[src/hw/rtl/assert_macros.svh]
// ---------------------------------------------------------------------------
// Assertion macros
// Shared concurrent assertion forms, clocked on clk, disabled in reset.
// ---------------------------------------------------------------------------
`ifndef ASSERT_MACROS_SVH
`define ASSERT_MACROS_SVH

// same-cycle implication
`define SDSS_ASSERT_IMP(label, ante, cons) \
  label: assert property (@(posedge clk) disable iff (!rst_n) (ante) |-> (cons)) \
    else $error("sdss assertion failed");

// next-cycle implication
`define SDSS_ASSERT_NXT(label, ante, cons) \
  label: assert property (@(posedge clk) disable iff (!rst_n) (ante) |=> (cons)) \
    else $error("sdss assertion failed");

`endif

[src/hw/rtl/sdss_pkg.sv]
// ---------------------------------------------------------------------------
// sdss_pkg
// Constants, codes, types and helpers of the sixel DCS stream splitter.
// ---------------------------------------------------------------------------
package sdss_pkg;

  // header store and counters
  localparam int HEADER_BYTES = 32;
  localparam int HDR_AW       = $clog2(HEADER_BYTES);
  localparam int HC_W         = $clog2(HEADER_BYTES + 1);
  localparam int PC_BITS      = 24;
  localparam logic [PC_BITS-1:0] PC_MASK = '1;

  // configuration
  localparam int LIMIT_W = 24;
  localparam logic [LIMIT_W-1:0] LIMIT_RESET = 24'h100000;
  localparam int CFG_AW = 3;
  localparam int CFG_DW = 32;
  localparam logic [CFG_AW-3:0] REG_PAYLOAD_LIMIT = '0;

  // parser modes
  localparam logic [2:0] MODE_NORMAL = 3'd0;
  localparam logic [2:0] MODE_ESC    = 3'd1;
  localparam logic [2:0] MODE_CSI    = 3'd2;
  localparam logic [2:0] MODE_DCS    = 3'd3;
  localparam logic [2:0] MODE_SIX    = 3'd4;
  localparam logic [2:0] MODE_SIXESC = 3'd5;

  // characters
  localparam logic [7:0] CH_CAN   = 8'h18;
  localparam logic [7:0] CH_SUB   = 8'h1a;
  localparam logic [7:0] CH_ESC   = 8'h1b;
  localparam logic [7:0] CH_SPACE = 8'h20;
  localparam logic [7:0] CH_ZERO  = 8'h30;
  localparam logic [7:0] CH_NINE  = 8'h39;
  localparam logic [7:0] CH_SEMI  = 8'h3b;
  localparam logic [7:0] CH_FIN_LO = 8'h40;
  localparam logic [7:0] CH_UP_P  = 8'h50;
  localparam logic [7:0] CH_LBRK  = 8'h5b;
  localparam logic [7:0] CH_BSLASH = 8'h5c;
  localparam logic [7:0] CH_LOW_C = 8'h63;
  localparam logic [7:0] CH_LOW_Q = 8'h71;
  localparam logic [7:0] CH_FIN_HI = 8'h7e;
  localparam logic [7:0] CH_DEL   = 8'h7f;
  localparam logic [7:0] CH_DCS   = 8'h90;
  localparam logic [7:0] CH_CSI   = 8'h9b;
  localparam logic [7:0] CH_ST    = 8'h9c;

  // result routes
  localparam logic [1:0] ROUTE_VT    = 2'd0;
  localparam logic [1:0] ROUTE_PAY   = 2'd1;
  localparam logic [1:0] ROUTE_EVENT = 2'd2;

  // events
  localparam logic [2:0] EV_NONE      = 3'd0;
  localparam logic [2:0] EV_COMPLETE  = 3'd1;
  localparam logic [2:0] EV_OVERFLOW  = 3'd2;
  localparam logic [2:0] EV_CANCEL    = 3'd3;
  localparam logic [2:0] EV_CTRL_DONE = 3'd4;
  localparam logic [2:0] EV_RESET     = 3'd5;

  // emit source select
  localparam logic [1:0] SEL_PRE   = 2'd0;
  localparam logic [1:0] SEL_FLUSH = 2'd1;
  localparam logic [1:0] SEL_POST  = 2'd2;

  // one result item
  typedef struct packed {
    logic [1:0] route;
    logic [7:0] out_byte;
    logic [2:0] event_res;
  } res_t;

  // result plan of the item being accepted
  typedef struct packed {
    logic [2:0]      npre;
    logic [HC_W-1:0] nflush;
    logic            post_v;
    logic            wr2;
  } plan_t;

  // controller to datapath
  typedef struct packed {
    logic              accept;
    logic              emit;
    logic [1:0]        sel;
    logic [1:0]        pre_idx;
    logic [HDR_AW-1:0] rd_addr;
    logic              wr2;
    logic              last;
  } cmd_t;

  // datapath to controller
  typedef struct packed {
    plan_t plan;
    logic  out_free;
  } sts_t;

  function automatic res_t vt_res(input logic [7:0] b);
    res_t r;
    r.route     = ROUTE_VT;
    r.out_byte  = b;
    r.event_res = EV_NONE;
    return r;
  endfunction

  function automatic res_t pay_res(input logic [7:0] b);
    res_t r;
    r.route     = ROUTE_PAY;
    r.out_byte  = b;
    r.event_res = EV_NONE;
    return r;
  endfunction

  function automatic res_t ev_res(input logic [2:0] e);
    res_t r;
    r.route     = ROUTE_EVENT;
    r.out_byte  = 8'h00;
    r.event_res = e;
    return r;
  endfunction

endpackage

[src/hw/rtl/sdss_in_if.sv]
// ---------------------------------------------------------------------------
// sdss_in_if
// Input channel: one terminal byte and the VT ground flag per item.
// ---------------------------------------------------------------------------
interface sdss_in_if;
  logic       valid;
  logic       ready;
  logic [7:0] data_byte;
  logic       vt_ground;

  modport source (output valid, output data_byte, output vt_ground, input ready);
  modport sink   (input valid, input data_byte, input vt_ground, output ready);
endinterface

[src/hw/rtl/sdss_out_if.sv]
// ---------------------------------------------------------------------------
// sdss_out_if
// Result channel: routed byte or event, with a last-of-item marker.
// ---------------------------------------------------------------------------
interface sdss_out_if;
  logic       valid;
  logic       ready;
  logic [1:0] route;
  logic [7:0] out_byte;
  logic [2:0] event_res;
  logic       last;

  modport source (output valid, output route, output out_byte, output event_res,
                  output last, input ready);
  modport sink   (input valid, input route, input out_byte, input event_res,
                  input last, output ready);
endinterface

[src/hw/rtl/sdss_ram.sv]
// ---------------------------------------------------------------------------
// sdss_ram
// Generic single-write, single-read RAM with registered read data.
// ---------------------------------------------------------------------------
module sdss_ram #(
  parameter int WIDTH = 8,
  parameter int DEPTH = 32
) (
  input  logic                     clk,
  input  logic                     we,
  input  logic [$clog2(DEPTH)-1:0] waddr,
  input  logic [WIDTH-1:0]         wdata,
  input  logic [$clog2(DEPTH)-1:0] raddr,
  output logic [WIDTH-1:0]         rdata
);

  logic [WIDTH-1:0] mem [DEPTH];

  // write port
  always_ff @(posedge clk) begin
    if (we) begin
      mem[waddr] <= wdata;
    end
  end

  // registered read port
  always_ff @(posedge clk) begin
    rdata <= mem[raddr];
  end

endmodule

[src/hw/rtl/sdss_ctrl.sv]
// ---------------------------------------------------------------------------
// sdss_ctrl
// Sequencer: takes one item, then steps through its results one at a time.
// ---------------------------------------------------------------------------
module sdss_ctrl (
  input  logic            clk,
  input  logic            rst_n,
  input  logic            in_valid,
  output logic            in_ready,
  input  sdss_pkg::sts_t  sts,
  output sdss_pkg::cmd_t  cmd
);

  localparam logic [2:0] S_IDLE = 3'd0;
  localparam logic [2:0] S_PRE  = 3'd1;
  localparam logic [2:0] S_RD   = 3'd2;
  localparam logic [2:0] S_FL   = 3'd3;
  localparam logic [2:0] S_POST = 3'd4;
  localparam logic [2:0] S_WR2  = 3'd5;

  logic [2:0]                      state_r, state_nxt;
  logic [2:0]                      npre_r, npre_nxt;
  logic [sdss_pkg::HC_W-1:0]       nflush_r, nflush_nxt;
  logic                            post_r, post_nxt;
  logic [1:0]                      k_r, k_nxt;
  logic [sdss_pkg::HDR_AW-1:0]     f_r, f_nxt;
  logic [sdss_pkg::HC_W-1:0]       f_ext;
  logic                            pre_last;
  logic                            fl_last;

  assign f_ext    = {{(sdss_pkg::HC_W - sdss_pkg::HDR_AW){1'b0}}, f_r};
  assign pre_last = (({1'b0, k_r} + 3'd1) == npre_r);
  assign fl_last  = ((f_ext + {{(sdss_pkg::HC_W-1){1'b0}}, 1'b1}) == nflush_r);

  // next state and commands
  always_comb begin
    state_nxt   = state_r;
    npre_nxt    = npre_r;
    nflush_nxt  = nflush_r;
    post_nxt    = post_r;
    k_nxt       = k_r;
    f_nxt       = f_r;
    in_ready    = 1'b0;
    cmd         = '0;
    cmd.pre_idx = k_r;
    cmd.rd_addr = f_r;
    unique case (state_r)
      S_IDLE: begin
        in_ready = 1'b1;
        if (in_valid) begin
          cmd.accept = 1'b1;
          npre_nxt   = sts.plan.npre;
          nflush_nxt = sts.plan.nflush;
          post_nxt   = sts.plan.post_v;
          k_nxt      = '0;
          f_nxt      = '0;
          if (sts.plan.wr2) begin
            state_nxt = S_WR2;
          end else if (sts.plan.npre != 3'd0) begin
            state_nxt = S_PRE;
          end else if (sts.plan.nflush != '0) begin
            state_nxt = S_RD;
          end else if (sts.plan.post_v) begin
            state_nxt = S_POST;
          end
        end
      end
      S_PRE: begin
        if (sts.out_free) begin
          cmd.emit = 1'b1;
          cmd.sel  = sdss_pkg::SEL_PRE;
          cmd.last = pre_last && (nflush_r == '0) && !post_r;
          if (pre_last) begin
            if (nflush_r != '0) begin
              state_nxt = S_RD;
            end else if (post_r) begin
              state_nxt = S_POST;
            end else begin
              state_nxt = S_IDLE;
            end
          end else begin
            k_nxt = k_r + 2'd1;
          end
        end
      end
      S_RD: begin
        // header RAM read latency
        state_nxt = S_FL;
      end
      S_FL: begin
        if (sts.out_free) begin
          cmd.emit = 1'b1;
          cmd.sel  = sdss_pkg::SEL_FLUSH;
          cmd.last = fl_last && !post_r;
          if (fl_last) begin
            state_nxt = post_r ? S_POST : S_IDLE;
          end else begin
            f_nxt     = f_r + {{(sdss_pkg::HDR_AW-1){1'b0}}, 1'b1};
            state_nxt = S_RD;
          end
        end
      end
      S_POST: begin
        if (sts.out_free) begin
          cmd.emit  = 1'b1;
          cmd.sel   = sdss_pkg::SEL_POST;
          cmd.last  = 1'b1;
          state_nxt = S_IDLE;
        end
      end
      S_WR2: begin
        // second header byte after ESC P or ESC [; a cancel event may follow
        cmd.wr2   = 1'b1;
        state_nxt = (npre_r != 3'd0) ? S_PRE : S_IDLE;
      end
      default: begin
        state_nxt = S_IDLE;
      end
    endcase
  end

  // control registers
  always_ff @(posedge clk) begin
    if (!rst_n) begin
      state_r  <= S_IDLE;
      npre_r   <= '0;
      nflush_r <= '0;
      post_r   <= 1'b0;
      k_r      <= '0;
      f_r      <= '0;
    end else begin
      state_r  <= state_nxt;
      npre_r   <= npre_nxt;
      nflush_r <= nflush_nxt;
      post_r   <= post_nxt;
      k_r      <= k_nxt;
      f_r      <= f_nxt;
    end
  end

endmodule

[src/hw/rtl/sdss_dp.sv]
// ---------------------------------------------------------------------------
// sdss_dp
// Datapath: parser state, header RAM, result plan, output register, config.
// ---------------------------------------------------------------------------
module sdss_dp (
  input  logic                           clk,
  input  logic                           rst_n,
  input  logic [7:0]                     data_byte,
  input  logic                           vt_ground,
  output logic                           out_valid,
  input  logic                           out_ready,
  output logic [1:0]                     route,
  output logic [7:0]                     out_byte,
  output logic [2:0]                     event_res,
  output logic                           last,
  input  logic                           cfg_psel,
  input  logic                           cfg_penable,
  input  logic                           cfg_pwrite,
  input  logic [sdss_pkg::CFG_AW-1:0]    cfg_paddr,
  input  logic [sdss_pkg::CFG_DW-1:0]    cfg_pwdata,
  output logic [sdss_pkg::CFG_DW-1:0]    cfg_prdata,
  input  sdss_pkg::cmd_t                 cmd,
  output sdss_pkg::sts_t                 sts
);

  // parser state
  logic [2:0]                      mode_r, mode_nxt;
  logic [sdss_pkg::HC_W-1:0]       hc_r, hc_nxt;
  logic [sdss_pkg::PC_BITS-1:0]    pc_r, pc_nxt;
  logic                            drop_r, drop_nxt;
  logic [sdss_pkg::LIMIT_W-1:0]    limit_r;

  // latched plan of the current item
  sdss_pkg::res_t                  pre_r [4];
  sdss_pkg::res_t                  post_r;
  logic                            fl_pay_r;
  logic [7:0]                      byte_r;

  // output register
  logic                            out_valid_r;
  sdss_pkg::res_t                  out_res_r;
  logic                            out_last_r;

  // decode results
  sdss_pkg::res_t                  pre_d [4];
  sdss_pkg::res_t                  post_d;
  logic [2:0]                      npre_d;
  logic [sdss_pkg::HC_W-1:0]       nflush_d;
  logic                            fl_pay_d;
  logic                            post_v_d;
  logic                            wr_en_d;
  logic [sdss_pkg::HDR_AW-1:0]     wr_addr_d;
  logic [7:0]                      wr_data_d;
  logic                            wr2_d;

  // escape handling shared by escape and sixel-escape modes
  sdss_pkg::res_t                  esc_res [3];
  logic [1:0]                      esc_n;
  logic [2:0]                      esc_mode;
  logic                            esc_hdr;

  // helpers
  logic [7:0]                      b;
  logic [31:0]                     lim_ext;
  logic [sdss_pkg::PC_BITS-1:0]    eff;
  logic [sdss_pkg::HC_W-1:0]       hc_inc;
  logic [sdss_pkg::PC_BITS-1:0]    hc_inc_ext;
  logic                            pa_full;
  logic                            pa_emit;
  logic                            pa_drop;
  logic [sdss_pkg::PC_BITS-1:0]    pa_pc;
  logic [2:0]                      close_ev;
  logic                            is_param;

  // RAM ports
  logic                            ram_we;
  logic [sdss_pkg::HDR_AW-1:0]     ram_waddr;
  logic [7:0]                      ram_wdata;
  logic [7:0]                      ram_rdata;

  // config decode
  logic                            cfg_wr;
  logic                            cfg_sel_limit;

  assign b          = data_byte;
  assign lim_ext    = {{(32 - sdss_pkg::LIMIT_W){1'b0}}, limit_r};
  assign eff        = (lim_ext < {{(32 - sdss_pkg::PC_BITS){1'b0}}, sdss_pkg::PC_MASK}) ?
                      lim_ext[sdss_pkg::PC_BITS-1:0] : sdss_pkg::PC_MASK;
  assign hc_inc     = hc_r + {{(sdss_pkg::HC_W-1){1'b0}}, 1'b1};
  assign hc_inc_ext = {{(sdss_pkg::PC_BITS - sdss_pkg::HC_W){1'b0}}, hc_inc};
  assign is_param   = ((b >= sdss_pkg::CH_ZERO) && (b <= sdss_pkg::CH_NINE)) ||
                      (b == sdss_pkg::CH_SEMI);

  // payload append: emit while under the limit, else start dropping
  assign pa_full  = (pc_r >= eff);
  assign pa_emit  = !drop_r && !pa_full;
  assign pa_drop  = drop_r || pa_full;
  assign pa_pc    = pa_emit ? (pc_r + {{(sdss_pkg::PC_BITS-1){1'b0}}, 1'b1}) :
                    (drop_r ? pc_r : '0);
  assign close_ev = pa_drop ? sdss_pkg::EV_OVERFLOW : sdss_pkg::EV_COMPLETE;

  // byte after ESC
  always_comb begin
    esc_res[0] = sdss_pkg::vt_res(b);
    esc_res[1] = sdss_pkg::vt_res(b);
    esc_res[2] = sdss_pkg::vt_res(b);
    esc_n      = 2'd0;
    esc_mode   = sdss_pkg::MODE_ESC;
    esc_hdr    = 1'b0;
    if ((b == sdss_pkg::CH_CAN) || (b == sdss_pkg::CH_SUB)) begin
      esc_n    = 2'd1;
      esc_mode = sdss_pkg::MODE_NORMAL;
    end else if (b == sdss_pkg::CH_DEL) begin
      esc_n = 2'd0;
    end else if ((b < sdss_pkg::CH_SPACE) && (b != sdss_pkg::CH_ESC)) begin
      esc_n = 2'd1;
    end else if ((b == sdss_pkg::CH_UP_P) || (b == sdss_pkg::CH_LBRK)) begin
      esc_hdr  = 1'b1;
      esc_mode = (b == sdss_pkg::CH_UP_P) ? sdss_pkg::MODE_DCS : sdss_pkg::MODE_CSI;
    end else if (b != sdss_pkg::CH_ESC) begin
      esc_mode = sdss_pkg::MODE_NORMAL;
      if (b == sdss_pkg::CH_LOW_C) begin
        esc_res[0] = sdss_pkg::ev_res(sdss_pkg::EV_RESET);
        esc_res[1] = sdss_pkg::vt_res(sdss_pkg::CH_ESC);
        esc_res[2] = sdss_pkg::vt_res(b);
        esc_n      = 2'd3;
      end else begin
        esc_res[0] = sdss_pkg::vt_res(sdss_pkg::CH_ESC);
        esc_res[1] = sdss_pkg::vt_res(b);
        esc_n      = 2'd2;
      end
    end
  end

  // per-item decode: result plan and next parser state
  always_comb begin
    for (int i = 0; i < 4; i++) begin
      pre_d[i] = sdss_pkg::vt_res(b);
    end
    post_d    = sdss_pkg::vt_res(b);
    npre_d    = 3'd0;
    nflush_d  = '0;
    fl_pay_d  = 1'b0;
    post_v_d  = 1'b0;
    wr_en_d   = 1'b0;
    wr_addr_d = hc_r[sdss_pkg::HDR_AW-1:0];
    wr_data_d = b;
    wr2_d     = 1'b0;
    mode_nxt  = mode_r;
    hc_nxt    = hc_r;
    pc_nxt    = pc_r;
    drop_nxt  = drop_r;
    unique case (mode_r)
      sdss_pkg::MODE_ESC: begin
        pre_d[0] = esc_res[0];
        pre_d[1] = esc_res[1];
        pre_d[2] = esc_res[2];
        npre_d   = {1'b0, esc_n};
        mode_nxt = esc_mode;
        if (esc_hdr) begin
          wr_en_d   = 1'b1;
          wr_addr_d = '0;
          wr_data_d = sdss_pkg::CH_ESC;
          wr2_d     = 1'b1;
          hc_nxt    = sdss_pkg::HC_W'(2);
        end
      end
      sdss_pkg::MODE_CSI: begin
        if (b == sdss_pkg::CH_ESC) begin
          nflush_d = hc_r;
          hc_nxt   = '0;
          mode_nxt = sdss_pkg::MODE_ESC;
        end else if ((hc_r >= sdss_pkg::HC_W'(sdss_pkg::HEADER_BYTES)) ||
                     (b == sdss_pkg::CH_CAN) || (b == sdss_pkg::CH_SUB)) begin
          nflush_d = hc_r;
          post_v_d = 1'b1;
          hc_nxt   = '0;
          mode_nxt = sdss_pkg::MODE_NORMAL;
        end else if (b < sdss_pkg::CH_SPACE) begin
          npre_d = 3'd1;
        end else if (b != sdss_pkg::CH_DEL) begin
          wr_en_d = 1'b1;
          hc_nxt  = hc_inc;
          if ((b >= sdss_pkg::CH_FIN_LO) && (b <= sdss_pkg::CH_FIN_HI)) begin
            // final byte: control done, then the whole sequence to VT
            pre_d[0] = sdss_pkg::ev_res(sdss_pkg::EV_CTRL_DONE);
            npre_d   = 3'd1;
            nflush_d = hc_inc;
            hc_nxt   = '0;
            mode_nxt = sdss_pkg::MODE_NORMAL;
          end
        end
      end
      sdss_pkg::MODE_DCS: begin
        if (b == sdss_pkg::CH_ESC) begin
          hc_nxt   = '0;
          mode_nxt = sdss_pkg::MODE_ESC;
        end else if ((b == sdss_pkg::CH_CAN) || (b == sdss_pkg::CH_SUB) ||
                     (b == sdss_pkg::CH_ST)) begin
          hc_nxt   = '0;
          mode_nxt = sdss_pkg::MODE_NORMAL;
        end else if (b < sdss_pkg::CH_SPACE) begin
          npre_d = 3'd1;
        end else if (b == sdss_pkg::CH_DEL) begin
          npre_d = 3'd0;
        end else if (hc_r < sdss_pkg::HC_W'(sdss_pkg::HEADER_BYTES)) begin
          wr_en_d = 1'b1;
          hc_nxt  = hc_inc;
          if (b == sdss_pkg::CH_LOW_Q) begin
            // sixel image opens; header goes out as payload unless too large
            mode_nxt = sdss_pkg::MODE_SIX;
            hc_nxt   = '0;
            if (hc_inc_ext > eff) begin
              drop_nxt = 1'b1;
              pc_nxt   = '0;
            end else begin
              drop_nxt = 1'b0;
              nflush_d = hc_inc;
              fl_pay_d = 1'b1;
              pc_nxt   = hc_inc_ext;
            end
          end else if (!is_param) begin
            nflush_d = hc_inc;
            hc_nxt   = '0;
            mode_nxt = sdss_pkg::MODE_NORMAL;
          end
        end else begin
          nflush_d = hc_r;
          post_v_d = 1'b1;
          hc_nxt   = '0;
          mode_nxt = sdss_pkg::MODE_NORMAL;
        end
      end
      sdss_pkg::MODE_SIX: begin
        if ((b == sdss_pkg::CH_CAN) || (b == sdss_pkg::CH_SUB)) begin
          pre_d[0] = sdss_pkg::ev_res(sdss_pkg::EV_CANCEL);
          npre_d   = 3'd1;
          pc_nxt   = '0;
          drop_nxt = 1'b0;
          mode_nxt = sdss_pkg::MODE_NORMAL;
        end else begin
          pre_d[0] = pa_emit ? sdss_pkg::pay_res(b) : sdss_pkg::ev_res(close_ev);
          pre_d[1] = sdss_pkg::ev_res(close_ev);
          npre_d   = {2'b00, pa_emit};
          pc_nxt   = pa_pc;
          drop_nxt = pa_drop;
          if (b == sdss_pkg::CH_ESC) begin
            mode_nxt = sdss_pkg::MODE_SIXESC;
          end else if (b == sdss_pkg::CH_ST) begin
            npre_d   = pa_emit ? 3'd2 : 3'd1;
            pc_nxt   = '0;
            drop_nxt = 1'b0;
            mode_nxt = sdss_pkg::MODE_NORMAL;
          end
        end
      end
      sdss_pkg::MODE_SIXESC: begin
        if (b == sdss_pkg::CH_BSLASH) begin
          pre_d[0] = pa_emit ? sdss_pkg::pay_res(b) : sdss_pkg::ev_res(close_ev);
          pre_d[1] = sdss_pkg::ev_res(close_ev);
          npre_d   = pa_emit ? 3'd2 : 3'd1;
          pc_nxt   = '0;
          drop_nxt = 1'b0;
          mode_nxt = sdss_pkg::MODE_NORMAL;
        end else begin
          // cancelled, then the byte is taken as the byte after ESC
          pre_d[0] = sdss_pkg::ev_res(sdss_pkg::EV_CANCEL);
          pre_d[1] = esc_res[0];
          pre_d[2] = esc_res[1];
          pre_d[3] = esc_res[2];
          npre_d   = {1'b0, esc_n} + 3'd1;
          pc_nxt   = '0;
          drop_nxt = 1'b0;
          mode_nxt = esc_mode;
          if (esc_hdr) begin
            wr_en_d   = 1'b1;
            wr_addr_d = '0;
            wr_data_d = sdss_pkg::CH_ESC;
            wr2_d     = 1'b1;
            hc_nxt    = sdss_pkg::HC_W'(2);
          end
        end
      end
      default: begin
        // normal mode, and the unused codes
        mode_nxt = sdss_pkg::MODE_NORMAL;
        if (!vt_ground) begin
          npre_d = 3'd1;
        end else if (b == sdss_pkg::CH_ESC) begin
          mode_nxt = sdss_pkg::MODE_ESC;
        end else if ((b == sdss_pkg::CH_DCS) || (b == sdss_pkg::CH_CSI)) begin
          wr_en_d   = 1'b1;
          wr_addr_d = '0;
          hc_nxt    = sdss_pkg::HC_W'(1);
          mode_nxt  = (b == sdss_pkg::CH_DCS) ? sdss_pkg::MODE_DCS : sdss_pkg::MODE_CSI;
        end else begin
          npre_d = 3'd1;
        end
      end
    endcase
  end

  // plan to the controller
  assign sts.plan.npre   = npre_d;
  assign sts.plan.nflush = nflush_d;
  assign sts.plan.post_v = post_v_d;
  assign sts.plan.wr2    = wr2_d;
  assign sts.out_free    = !out_valid_r || out_ready;

  // header RAM write: decode write at accept, second header byte later
  always_comb begin
    ram_we    = 1'b0;
    ram_waddr = wr_addr_d;
    ram_wdata = wr_data_d;
    if (cmd.wr2) begin
      ram_we    = 1'b1;
      ram_waddr = sdss_pkg::HDR_AW'(1);
      ram_wdata = byte_r;
    end else if (cmd.accept) begin
      ram_we = wr_en_d;
    end
  end

  sdss_ram #(
    .WIDTH (8),
    .DEPTH (sdss_pkg::HEADER_BYTES)
  ) u_hdr_ram (
    .clk   (clk),
    .we    (ram_we),
    .waddr (ram_waddr),
    .wdata (ram_wdata),
    .raddr (cmd.rd_addr),
    .rdata (ram_rdata)
  );

  // parser state
  always_ff @(posedge clk) begin
    if (!rst_n) begin
      mode_r <= sdss_pkg::MODE_NORMAL;
      hc_r   <= '0;
      pc_r   <= '0;
      drop_r <= 1'b0;
    end else if (cmd.accept) begin
      mode_r <= mode_nxt;
      hc_r   <= hc_nxt;
      pc_r   <= pc_nxt;
      drop_r <= drop_nxt;
    end
  end

  // plan payload of the current item
  always_ff @(posedge clk) begin
    if (cmd.accept) begin
      for (int i = 0; i < 4; i++) begin
        pre_r[i] <= pre_d[i];
      end
      post_r   <= post_d;
      fl_pay_r <= fl_pay_d;
      byte_r   <= b;
    end
  end

  // output register
  always_ff @(posedge clk) begin
    if (!rst_n) begin
      out_valid_r <= 1'b0;
    end else if (cmd.emit) begin
      out_valid_r <= 1'b1;
    end else if (out_ready) begin
      out_valid_r <= 1'b0;
    end
  end

  always_ff @(posedge clk) begin
    if (cmd.emit) begin
      out_last_r <= cmd.last;
      case (cmd.sel)
        sdss_pkg::SEL_PRE:   out_res_r <= pre_r[cmd.pre_idx];
        sdss_pkg::SEL_FLUSH: out_res_r <= fl_pay_r ? sdss_pkg::pay_res(ram_rdata) :
                                                     sdss_pkg::vt_res(ram_rdata);
        default:             out_res_r <= post_r;
      endcase
    end
  end

  assign out_valid = out_valid_r;
  assign route     = out_res_r.route;
  assign out_byte  = out_res_r.out_byte;
  assign event_res = out_res_r.event_res;
  assign last      = out_last_r;

  // configuration register
  assign cfg_wr        = cfg_psel && cfg_penable && cfg_pwrite;
  assign cfg_sel_limit = (cfg_paddr[sdss_pkg::CFG_AW-1:2] == sdss_pkg::REG_PAYLOAD_LIMIT);

  always_ff @(posedge clk) begin
    if (!rst_n) begin
      limit_r <= sdss_pkg::LIMIT_RESET;
    end else if (cfg_wr && cfg_sel_limit) begin
      limit_r <= cfg_pwdata[sdss_pkg::LIMIT_W-1:0];
    end
  end

  assign cfg_prdata = cfg_sel_limit ?
                      {{(sdss_pkg::CFG_DW - sdss_pkg::LIMIT_W){1'b0}}, limit_r} : '0;

endmodule

[src/hw/rtl/sixel_dcs_stream_splitter_core.sv]
// ---------------------------------------------------------------------------
// sixel_dcs_stream_splitter_core
// Splits a terminal byte stream into VT bytes, sixel payload and events.
// ---------------------------------------------------------------------------
// One item is taken at a time. Once it is accepted, its results follow one
// at a time. Each byte of a flushed header first passes through S_RD, as the
// header RAM read is registered, and is then sent from S_FL; ESC P / ESC [
// pass through S_WR2 for the second header write before any results. The
// result channel holding ready low stalls the results. The result register
// lets the next item be accepted while the last result still waits.
// payload_limit sits at byte address 0 of the APB port; pready is always high.
// ---------------------------------------------------------------------------
`include "assert_macros.svh"

module sixel_dcs_stream_splitter_core (
  input  logic                           clk,
  input  logic                           rst_n,
  sdss_in_if.sink                        in_ch,
  sdss_out_if.source                     out_ch,
  input  logic                           cfg_psel,
  input  logic                           cfg_penable,
  input  logic                           cfg_pwrite,
  input  logic [sdss_pkg::CFG_AW-1:0]    cfg_paddr,
  input  logic [sdss_pkg::CFG_DW-1:0]    cfg_pwdata,
  output logic [sdss_pkg::CFG_DW-1:0]    cfg_prdata,
  output logic                           cfg_pready
);

  sdss_pkg::cmd_t cmd;
  sdss_pkg::sts_t sts;
  logic           in_ready;
  logic           in_acc;

  assign cfg_pready  = 1'b1;
  assign in_ch.ready = in_ready;
  assign in_acc      = in_ch.valid && in_ready;

  // sequencer
  sdss_ctrl u_ctrl (
    .clk      (clk),
    .rst_n    (rst_n),
    .in_valid (in_ch.valid),
    .in_ready (in_ready),
    .sts      (sts),
    .cmd      (cmd)
  );

  // parser state, header store and result register
  sdss_dp u_dp (
    .clk         (clk),
    .rst_n       (rst_n),
    .data_byte   (in_ch.data_byte),
    .vt_ground   (in_ch.vt_ground),
    .out_valid   (out_ch.valid),
    .out_ready   (out_ch.ready),
    .route       (out_ch.route),
    .out_byte    (out_ch.out_byte),
    .event_res   (out_ch.event_res),
    .last        (out_ch.last),
    .cfg_psel    (cfg_psel),
    .cfg_penable (cfg_penable),
    .cfg_pwrite  (cfg_pwrite),
    .cfg_paddr   (cfg_paddr),
    .cfg_pwdata  (cfg_pwdata),
    .cfg_prdata  (cfg_prdata),
    .cmd         (cmd),
    .sts         (sts)
  );

  // results are only produced after the item is in
  `SDSS_ASSERT_IMP(a_no_emit_on_accept, in_acc, !cmd.emit)
  // a result never overwrites one still waiting
  `SDSS_ASSERT_IMP(a_emit_has_room, cmd.emit, !out_ch.valid || out_ch.ready)
  // after the last result of an item the next item can be taken
  `SDSS_ASSERT_NXT(a_ready_after_last, cmd.emit && cmd.last, in_ready)

endmodule
[src/flat_wrapper.sv]
// flat-port wrapper written by rule: the top's interface ports become plain ports
module sixel_dcs_stream_splitter_core_flat 
  (clk, rst_n, cfg_psel, cfg_penable, cfg_pwrite, cfg_paddr, cfg_pwdata, cfg_prdata, cfg_pready, in_ch_valid, in_ch_data_byte, in_ch_vt_ground, in_ch_ready, out_ch_valid, out_ch_route, out_ch_out_byte, out_ch_event_res, out_ch_last, out_ch_ready);
  sdss_in_if in_ch_i ();
  sdss_out_if out_ch_i ();
  input  logic clk;
  input  logic rst_n;
  input  logic cfg_psel;
  input  logic cfg_penable;
  input  logic cfg_pwrite;
  input  logic [sdss_pkg::CFG_AW-1:0] cfg_paddr;
  input  logic [sdss_pkg::CFG_DW-1:0] cfg_pwdata;
  output logic [sdss_pkg::CFG_DW-1:0] cfg_prdata;
  output logic cfg_pready;
  input wire logic [$bits(in_ch_i.valid)-1:0] in_ch_valid;
  input wire logic [$bits(in_ch_i.data_byte)-1:0] in_ch_data_byte;
  input wire logic [$bits(in_ch_i.vt_ground)-1:0] in_ch_vt_ground;
  output wire logic [$bits(in_ch_i.ready)-1:0] in_ch_ready;
  output wire logic [$bits(out_ch_i.valid)-1:0] out_ch_valid;
  output wire logic [$bits(out_ch_i.route)-1:0] out_ch_route;
  output wire logic [$bits(out_ch_i.out_byte)-1:0] out_ch_out_byte;
  output wire logic [$bits(out_ch_i.event_res)-1:0] out_ch_event_res;
  output wire logic [$bits(out_ch_i.last)-1:0] out_ch_last;
  input wire logic [$bits(out_ch_i.ready)-1:0] out_ch_ready;
  assign in_ch_i.valid = in_ch_valid;
  assign in_ch_i.data_byte = in_ch_data_byte;
  assign in_ch_i.vt_ground = in_ch_vt_ground;
  assign in_ch_ready = in_ch_i.ready;
  assign out_ch_valid = out_ch_i.valid;
  assign out_ch_route = out_ch_i.route;
  assign out_ch_out_byte = out_ch_i.out_byte;
  assign out_ch_event_res = out_ch_i.event_res;
  assign out_ch_last = out_ch_i.last;
  assign out_ch_i.ready = out_ch_ready;
  sixel_dcs_stream_splitter_core u_core (.clk(clk), .rst_n(rst_n), .in_ch(in_ch_i), .out_ch(out_ch_i), .cfg_psel(cfg_psel), .cfg_penable(cfg_penable), .cfg_pwrite(cfg_pwrite), .cfg_paddr(cfg_paddr), .cfg_pwdata(cfg_pwdata), .cfg_prdata(cfg_prdata), .cfg_pready(cfg_pready));
endmodule
[config.mk]
export PLATFORM = sky130hd
export DESIGN_NAME = sixel_dcs_stream_splitter_core_flat
export DESIGN_NICKNAME = d
export VERILOG_FILES = /design/src/hw/rtl/sdss_pkg.sv /design/src/hw/rtl/sdss_in_if.sv /design/src/hw/rtl/sdss_out_if.sv /design/src/hw/rtl/sdss_ram.sv /design/src/hw/rtl/sdss_ctrl.sv /design/src/hw/rtl/sdss_dp.sv /design/src/hw/rtl/sixel_dcs_stream_splitter_core.sv /design/src/flat_wrapper.sv
export VERILOG_INCLUDE_DIRS = /design/src /design/src/hw/rtl
export SDC_FILE = /design/constraint.sdc
export NUM_CORES = 1
export LEC_CHECK = 0
export ABC_AREA = 1
export BUFFER_PORTS_ARGS = -buffer_cell sky130_fd_sc_hd__buf_2
export CAP_MARGIN = 20
export CORE_MARGIN = 4
export CORE_UTILIZATION = 55
export CTS_CLUSTER_SIZE = 30
export DETAILED_ROUTE_END_ITERATION = 6
export PLACE_DENSITY = 0.85
export RECOVER_POWER = 100
export SYNTH_ARGS = -nofsm -noshare
export SYNTH_HDL_FRONTEND = slang
export SYNTH_HIERARCHICAL = 1
export SYNTH_SLANG_ARGS = --single-unit
[constraint.sdc]
create_clock -name clk -period 11 [get_ports clk]
set_clock_uncertainty 0.2 [all_clocks]
set_input_delay 2.2 -clock clk [delete_from_list [all_inputs] [get_ports clk]]
set_output_delay 2.2 -clock clk [all_outputs]
set_load 0.05 [all_outputs]
# Word-level counts from Yosys, hierarchy flattened
# Memories as Yosys holds them, arrays and structs flattened. A register that Yosys moved wholly into a read port is not among the register bits.
# Index checks and enable logic that the tools add are counted.
[totals] ff_bits=102 ram_bits=308 in_bits=51 output_inout_bits=49 word_cells=353 mem_count=2
[memory_table] memory="u_core.u_dp.u_hdr_ram.mem" depth=32 word_bits=8 rd=1 rd_ports_with_merged_regs=1 write_ports=1 line="sdss_ram.sv:17" rtl="logic [WIDTH-1:0] mem [DEPTH];"
[memory_table] memory="u_core.u_dp.pre_r" depth=4 word_bits=13 rd=1 rd_ports_with_merged_regs=1 write_ports=4 line="sdss_dp.sv:34" rtl="sdss_pkg::res_t pre_r [4];"
[classes] add_sub_neg=7 n_lt_le_gt_ge=10 n_eq_ne=51 n_mux=215 n_bitwise=5 reduce_logical=45
[op_table] cell="2-to-1 mux 24 bit" count=13
[op_table] cell="2-to-1 mux 39 bit" count=5
[op_table] cell="2-to-1 mux 6 bit" count=31
[op_table] cell="2-to-1 mux 13 bit" count=9
[op_table] cell="2-to-1 mux 3 bit" count=34
[op_table] cell="2-to-1 mux 26 bit" count=3
[op_table] cell="one-hot mux 24 bit (3 select lines)" count=1
[op_table] cell="2-to-1 mux 1 bit" count=67
[op_table] cell="one-hot mux 13 bit (2 select lines)" count=2
[op_table] cell="one-hot mux 13 bit (4 select lines)" count=1
[op_table] cell="== test 8 x 7 -> 1 bit (second input constant)" count=6
[op_table] cell="2-to-1 mux 5 bit" count=9
[op_table] cell="2-to-1 mux 2 bit" count=20
[op_table] cell="one-hot mux 13 bit (3 select lines)" count=1
[op_table] cell="one-hot mux 3 bit (5 select lines)" count=2
[op_table] cell="one-hot mux 6 bit (5 select lines)" count=1
[op_table] cell="adder 24 x 1 -> 24 bit (second input constant)" count=1
[op_table] cell="== test 8 x 5 -> 1 bit (second input constant)" count=3
[op_table] cell="== test 8 bit (second input constant)" count=3
[op_table] cell="greater-or-equal comparator 24 bit" count=1
[op_table] cell="> comparator 6 x 24 -> 1 bit" count=1
[op_table] cell="less-than comparator 24 bit (second input constant)" count=1
[op_table] cell="2-to-1 mux 8 bit" count=3
[op_table] cell="inequality test 4 bit (second input constant)" count=6
[op_table] cell="other kinds (55)" count=109

# Logic depth before layout (Yosys ltp)
# Gate-level depths: netlist (run 1).
[depth] word_depth=17 ltp_mapped=25 ltp_nobuf=25

# Cells and area by module
# Netlist (run 1), hierarchy kept.
[by_module_without_submodules] module="sdss_ram" n_inst=1 cells_each=922 area_each_um2=10786.6 seq_area_each_um2=7847.5
[by_module_without_submodules] module="sdss_dp" n_inst=1 cells_each=1064 area_each_um2=7661.1 seq_area_each_um2=2862.7
[by_module_without_submodules] module="sdss_ctrl" n_inst=1 cells_each=191 area_each_um2=1243.7 seq_area_each_um2=400.4
[by_module_without_submodules] module="sixel_dcs_stream_splitter_core" n_inst=1 cells_each=2 area_each_um2=11.3 seq_area_each_um2=0.0

# Least setup slack after synthesis (run 1)
# Ideal clock, no wire load.
[synth_timing] path_kind="input port to output port" start="in cfg_paddr[2] in the netlist's numbering" end="out cfg_prdata[10] in the netlist's numbering" arrival_time_ps=3225 required_time_ps=8600 slack_ps=5375 cell_stages=3 path_buffers=2 cell_sequence="clkbuf_1 clkbuf_1 nor2_1"
[synth_via] elab_chain_len=1
[synth_rtl] item="start, declared" line="flat_wrapper.sv:11" rtl="input logic [sdss_pkg::CFG_AW-1:0] cfg_paddr;"
[synth_rtl] item="2-to-1 mux 24 bit" line="sdss_dp.sv:404" rtl="assign cfg_prdata = cfg_sel_limit ?"
[synth_rtl] item="end, declared" line="flat_wrapper.sv:13" rtl="output logic [sdss_pkg::CFG_DW-1:0] cfg_prdata;"
# Every way passes these cells.

==> results of run 1 <==
## area by class of cell
type	count	area, sq um	share of cell area (%)
Sequential cell	399	11110	51.86
Multi-Input combinational cell	1517	7249	33.83
Clock buffer	51	1127	5.261
Inverter	171	643.1	3.001
Tap cell	461	576.8	2.692
Timing Repair Buffer	100	499.2	2.330
Clock inverter	22	219.0	1.022
## cells in the final DEF (no fill, tap or decap), drive strengths merged, types with 2 or more instances in the layout
cell,count
xor2,10
conb,9
a32oi,2
ha,40
a211oi,2
o31ai,3
a21oi,103
o41ai,3
xnor2,8
nand4,32
clkinv,17
o22ai,8
a21o,2
clkinvlp,4
clkbuf,112
o311a,3
nor4,6
a22oi,2
o21ai,108
edfxtp,312
dfxtp,87
nand2,634
inv,169
buf,39
nor2,204
nand3,279
a31oi,9
o211ai,5
mux2i,4
nor3,31
bufinv,3
## power by group
group	switching, uW	leakage [uW]	internal (uW)
registers	59.0	0.00355	1780
clock network	574	0.000651	803
logic	591	0.00401	186
total	1220	0.00821	2770
## worst max-delay path: cells and delay by family
| kind | cells | cell delay (ns) |
|---|---|---|
| compound gates | 2 | 0.82 |
| simple gates | 5 | 1.14 |
| buf+inv | 4 | 2.63 |
## registers in the layout (all words and copies together), names as in the netlist, 5 cells and up
| register | flops |
|---|---|
| u_core/u_ctrl/nflush_r | 6 |
| u_core/u_dp/u_hdr_ram/mem | 256 |
| u_core/u_ctrl/f_r | 5 |
| u_core/u_dp/pre_r | 33 |
| u_core/u_dp/hc_r | 6 |
| u_core/u_dp/byte_r | 8 |
| u_core/u_dp/out_byte | 8 |
| u_core/u_dp/pc_r | 24 |
| u_core/u_dp/u_hdr_ram/rdata | 8 |
| u_core/u_dp/limit_r | 24 |
## path summary, 6_finish.rpt
| kind | from | endpoint | slack (ns) | cells past startpoint |
|---|---|---|---|---|
| setup / recovery | in_ch_valid | u_core/u_dp/pc_r[17] | 4.38 | 11 |
| setup reg to reg | u_core/u_ctrl/f_r[0] | u_core/u_dp/u_hdr_ram/rdata[5] | 5.20 | 9 |
| hold reg to reg | u_core/u_ctrl/nflush_r[2] | u_core/u_ctrl/nflush_r[2] | 0.30 | 2 |
| hold / removal | u_core/u_ctrl/nflush_r[2] | u_core/u_ctrl/nflush_r[2] | 0.30 | 2 |
## metal layers
layer,GRT usage (%),vias to the layer above
met2,41.37,823
met4,9.861,0
met5,0,-
li1,-,7496
met3,3.548,148
met1,33.25,7294
## through the flow
step | cells | hold slack [ns]
floorplan | 2186 | 0.2436
global placement | 2644 | 0.2764
detailed placement | 2645 | 0.2899
CTS | 2718 | 0.2995
global route | 2721 | 0.3391
finish | 2721 | 0.2983
## kinds of logic after synthesis
| family | after synthesis | share of synthesized area (%) |
|---|---|---|
| compound gates | 255 | 7.144 |
| xor+xnor | 18 | 0.8001 |
| fa+ha+maj | 40 | 2.540 |
| buf+inv | 270 | 6.630 |
| flops | 399 | 56.39 |
| mux | 4 | 0.2032 |
| other cells | 2 | 0.03812 |
| simple gates | 1191 | 26.25 |
==> run summary, run 1 <==
Status: finished, violations left
Violated checks: max-capacitance violations, max-slew violations
Root Buffer: clkbuf_16
DR top layer: met4
Crit Path Class: input port to register
Mapped Cells: 2,179
Fin crit share: 60.14%
CP max stage cell: clkbuf_1
Startpoint Class: input port
Crit-path most repeated cell: nand2_1
Hold Vio Cnt, Final: 0
Die Span X: 197.3 um
Total wire length: 49,700 um
Initial DRC count: 1,871
Total GRT Usage: 24.88%
Worst-Margin Slew: 4.319 ns
CTS Sinks: 399
Largest net degree at the start of global routing: 113
Yosys reg bits: 399
I/O Buffers: 80
Die H: 197.3 um
CORE AREA: 35,480 sq um
Fmax: 151.2 MHz
Initial antenna violation count: 0
DRC viols: 0
Hold buffer count at CTS: 0
Setup Viol. Count Final: 0
Initial DRT Pass Iterations: 6
Largest stage delay on the critical path: 1.85 ns
Worst Path Arrival: 6.83 ns
Mapped Area: 19,700 sq um
Dpl cell area: 20,230 sq um
Routed vias: 15,760
Final WS setup: 4.385 ns
Sequential cell area fraction in the yosys report: 56.39%
VDD IR max: 0.0001395 V
Top cells by count, synth: 623 x nand2_1, 312 x edfxtp_1, 276 x nand3_1
CP cell instances: buf_2 > inv_1 > nor2_4 > clkbuf_1 > o21ai_0 > a21oi_1 > nand2_1 > inv_1 > nand2_1 > nand2_1 > nor2_1
Power per cell area: 186.5 nW/um^2
Final Instance Area: 21,430 sq um
Nets: 2,321
Top-area cell type share of the netlist area: 47.55%
Avg Vias per Cell: 5.792
Max_cap viols: 11
RSZ-0062 raised after global routing: no
Met3 wire len: 4127 um
Yosys cell types: 58
Wire per inst: 18.27 um
Placement Setup Slack: 5.117 ns
Final Util: 60.39%
Post-synth EDFFs: 312
Slew HR: -187.9%
Leakage: 0.008211 uW
Synthesized area per cell: 9.042 sq um
Std-Cell Rows: 69
Setup tns final: 0 ns
Most common cell in the netlist: nand2_1
Fraction of layout cells with a size suffix above 1: 6.416%
Max-slew violations: 464
Synth area leaders: edfxtp_1 48%, nand2_1 12%, dfxtp_1 8.8%, nand3_1 7.0%, nor2_1 3.6%
TritonCTS clock tree: done
Pwr Total: 3996 uW
M1 WL: 20,200 um
TritonCTS buffer count: 41
CP max FO: 50
Vias in the first global route: 15,010
Routed wl met2: 23,340 um
Reg clk slew, reported paths: 0.07 ns
Capturing element type of the critical path: register
Post-cts sizing count: 0
Clk_lat worst skew: 0.54 ns
Antenna cells: 0
Grt total ovfl: 0
Initial Util: 55.53%
Post-synthesis async set-or-reset flop share: 0%
# fillers: 2,896
I/O pin total: 100
Post-CTS setup buffers: 0
Synth Flop Type: edfxtp_1
Worst hold path class: register to register
Largest area contributor in the netlist: edfxtp_1
Global-route wire length before repair: 78,050 um
Worst Path Required: 11.21 ns
Routability-driven placement congestion ratio: 0.9703
Clk buf depth: 3
Detailed Place HPWL: 32,720 um
Area Overhead vs Synth: 8.751%
DIE AREA: 38,920 sq um
H-tree depth: 2
Ys Warns: 6
Routed Antenna Nets: 0
Min cycle time layout: 6.615 ns
(Power assumes the default switching activity.)
==> inputs of run 2 (changes only) <==
Settings changed: PLACE_DENSITY 0.85 to 0.88.
Clock period 11 ns to 5.92 ns, I/O delays scaled along.
==> run summary, run 2 (synthesis gave the netlist of run 1 again) <==
Regs by FF count: u_core/u_dp/u_hdr_ram/mem x256, u_core/u_dp/pre_r x33
Total wire length: 49,910 um (+0.42%)
DRC viols: 0 (unchanged)
Area of the multi-input gates: 7206 sq um (-0.60%)
Std-Cell Rows: 69 (unchanged)
Register area: 11,110 sq um (about the same)
H-tree depth: 2 (unchanged)
Min cycle time layout: 4.925 ns
Startpoint Class: input port
TritonCTS clock tree: done
Capturing element type of the critical path: register
Final Util: 60.11% (-0.27 points)
Initial Util: 55.53% (unchanged)
# fillers: 2,910 (+0.48%)
Nets: 2,320 (-0.043%)
Global-route wire length before repair: 78,670 um (+0.80%)
Max-slew violations: 455 (-1.9%)
Fraction of layout cells with a size suffix above 1: 6.109% (-0.31 points)
Final Instance Area: 21,330 sq um (-0.45%)
Max FFs per register: 256 (unchanged)
Most common cell after layout, fill and taps aside: nand2_1
CORE AREA: 35,480 sq um (unchanged)
Most frequent cells in the layout: 630 x nand2_1, 312 x edfxtp_1, 277 x nand3_1
Worst Path Arrival: 4.88 ns (-1.95 ns)
Area Overhead vs Synth: 8.262%
Dpl cell area: 20,200 sq um (-0.14%)
Avg Vias per Cell: 5.871 (+1.4%)
Placement Setup Slack: 1.022 ns (-4.095 ns)
Die Span X: 197.3 um (unchanged)
Post-CTS setup buffers: 0 (unchanged)
I/O pin total: 100 (unchanged)
Reg clk slew, reported paths: 0.06 ns (about the same)
Initial DRT Pass Iterations: 6 (unchanged)
Setup tns final: 0 ns (unchanged)
Crit Path Class: input port to register
Detailed Place HPWL: 32,960 um (+0.73%)
Routed Antenna Nets: 0 (unchanged)
Total GRT Usage: 24.96% (+0.079 points)
Fin crit share: 83.19%
RSZ-0062 raised after global routing: no
Routed vias: 15,970 (+1.3%)
TritonCTS buffer count: 41 (unchanged)
Worst hold path class: register to register
Clk_lat worst skew: 0.54 ns (about the same)
Violated checks: max-capacitance violations, max-slew violations
Leakage: 0.008166 uW (-0.55%)
Routability-driven placement congestion ratio: 0.9502 (-2.1%)
Grt total ovfl: 0 (unchanged)
Status: finished, violations left
Hold buffer count at CTS: 0 (unchanged)
Worst Path Required: 5.88 ns (-5.33 ns)
Root Buffer: clkbuf_16
Power per cell area: 343.3 nW/um^2 (+84%)
Vias in the first global route: 15,180 (+1.2%)
CTS Sinks: 399 (unchanged)
Pwr Total: 7322 uW (+83%)
CP max FO: 8 (-84%)
Post-cts sizing count: 0 (unchanged)
Setup Viol. Count Final: 0 (unchanged)
Die H: 197.3 um (unchanged)
Initial antenna violation count: 0 (unchanged)
Antenna cells: 0 (unchanged)
DIE AREA: 38,920 sq um (unchanged)
Wire per inst: 18.35 um (+0.46%)
Worst-Margin Slew: 2.602 ns (-1.716 ns)
Initial DRC count: 2,017 (+7.8%)
Slew HR: -74.64% (+110 points)
Largest net degree at the start of global routing: 115 (+1.8%)
I/O Buffers: 80 (unchanged)
Most flops, register: u_core/u_dp/u_hdr_ram/mem
Clk buf depth: 3 (unchanged)
Final WS setup: 0.9952 ns (-3.389 ns)
Hold Vio Cnt, Final: 0 (unchanged)
Fmax: 203.1 MHz
Max_cap viols: 11 (unchanged)
VDD IR max: 0.0003295 V (+140%)
-- run 2: area by class of cell --
class                      count  area share (%)
clock buffer                  54           5.379
clock inverter                19          0.7391
inverter                     171           3.015
multi-input combinational   1517           33.78
sequential                   399           52.11
tap                          461           2.704
timing repair buffer          99           2.276
-- run 2: routing by layer --
layer | vias to the layer above | GRT usage, % | share of wire (%)
met3 | 111 | 3.838 | 8.8
met1 | 7525 | 34.36 | 40
met5 | - | 0 | 0
met4 | 0 | 6.446 | 2.7
li1 | 7485 | - | -
met2 | 847 | 41.89 | 48
-- run 2: power breakdown --
group / switching, uW / internal (uW) / total (uW) / leakage (uW)
Combinational: 1100 / 347 / 1440 / 0.00398
Sequential: 103 / 3310 / 3410 / 0.00355
Clock: 1050 / 1420 / 2470 / 0.000638
-- run 2: per-stage QoR --
| stage | hold WS [ns] | cells |
|---|---|---|
| floorplan | 0.2436 | 2186 |
| detailed placement | 0.2876 | 2643 |
| global route | 0.3225 | 2720 |
| global placement | 0.2768 | 2643 |
| finish | 0.3031 | 2720 |
| CTS | 0.2954 | 2716 |
-- run 2: worst paths after layout --
path	startpoint	endpoint	slack (ns)	depth (start not counted)
worst min register to register	u_core/u_ctrl/nflush_r[2]	u_core/u_ctrl/nflush_r[2]	0.30	2
worst max register to register	u_core/u_ctrl/f_r[1]	u_core/u_ctrl/f_r[1]	1.0	12
worst max-delay path	in_ch_data_byte[7]	u_core/u_dp/u_hdr_ram/mem[10][0]	1.0	13
worst min-delay path	u_core/u_ctrl/nflush_r[2]	u_core/u_ctrl/nflush_r[2]	0.30	2
-- run 2: worst max-delay path, stage by stage --
cell	delay, ns
clkbuf_1	0.39
inv_1	0.22
nand2_1	0.24
nor2_1	0.10
nand2_1	0.10
nand2_1	0.16
nand2_1	0.14
inv_1	0.07
o31ai_1	0.51
o21ai_0	0.20
nand2_1	0.16
nand3_1	0.53
nor2_1	0.87
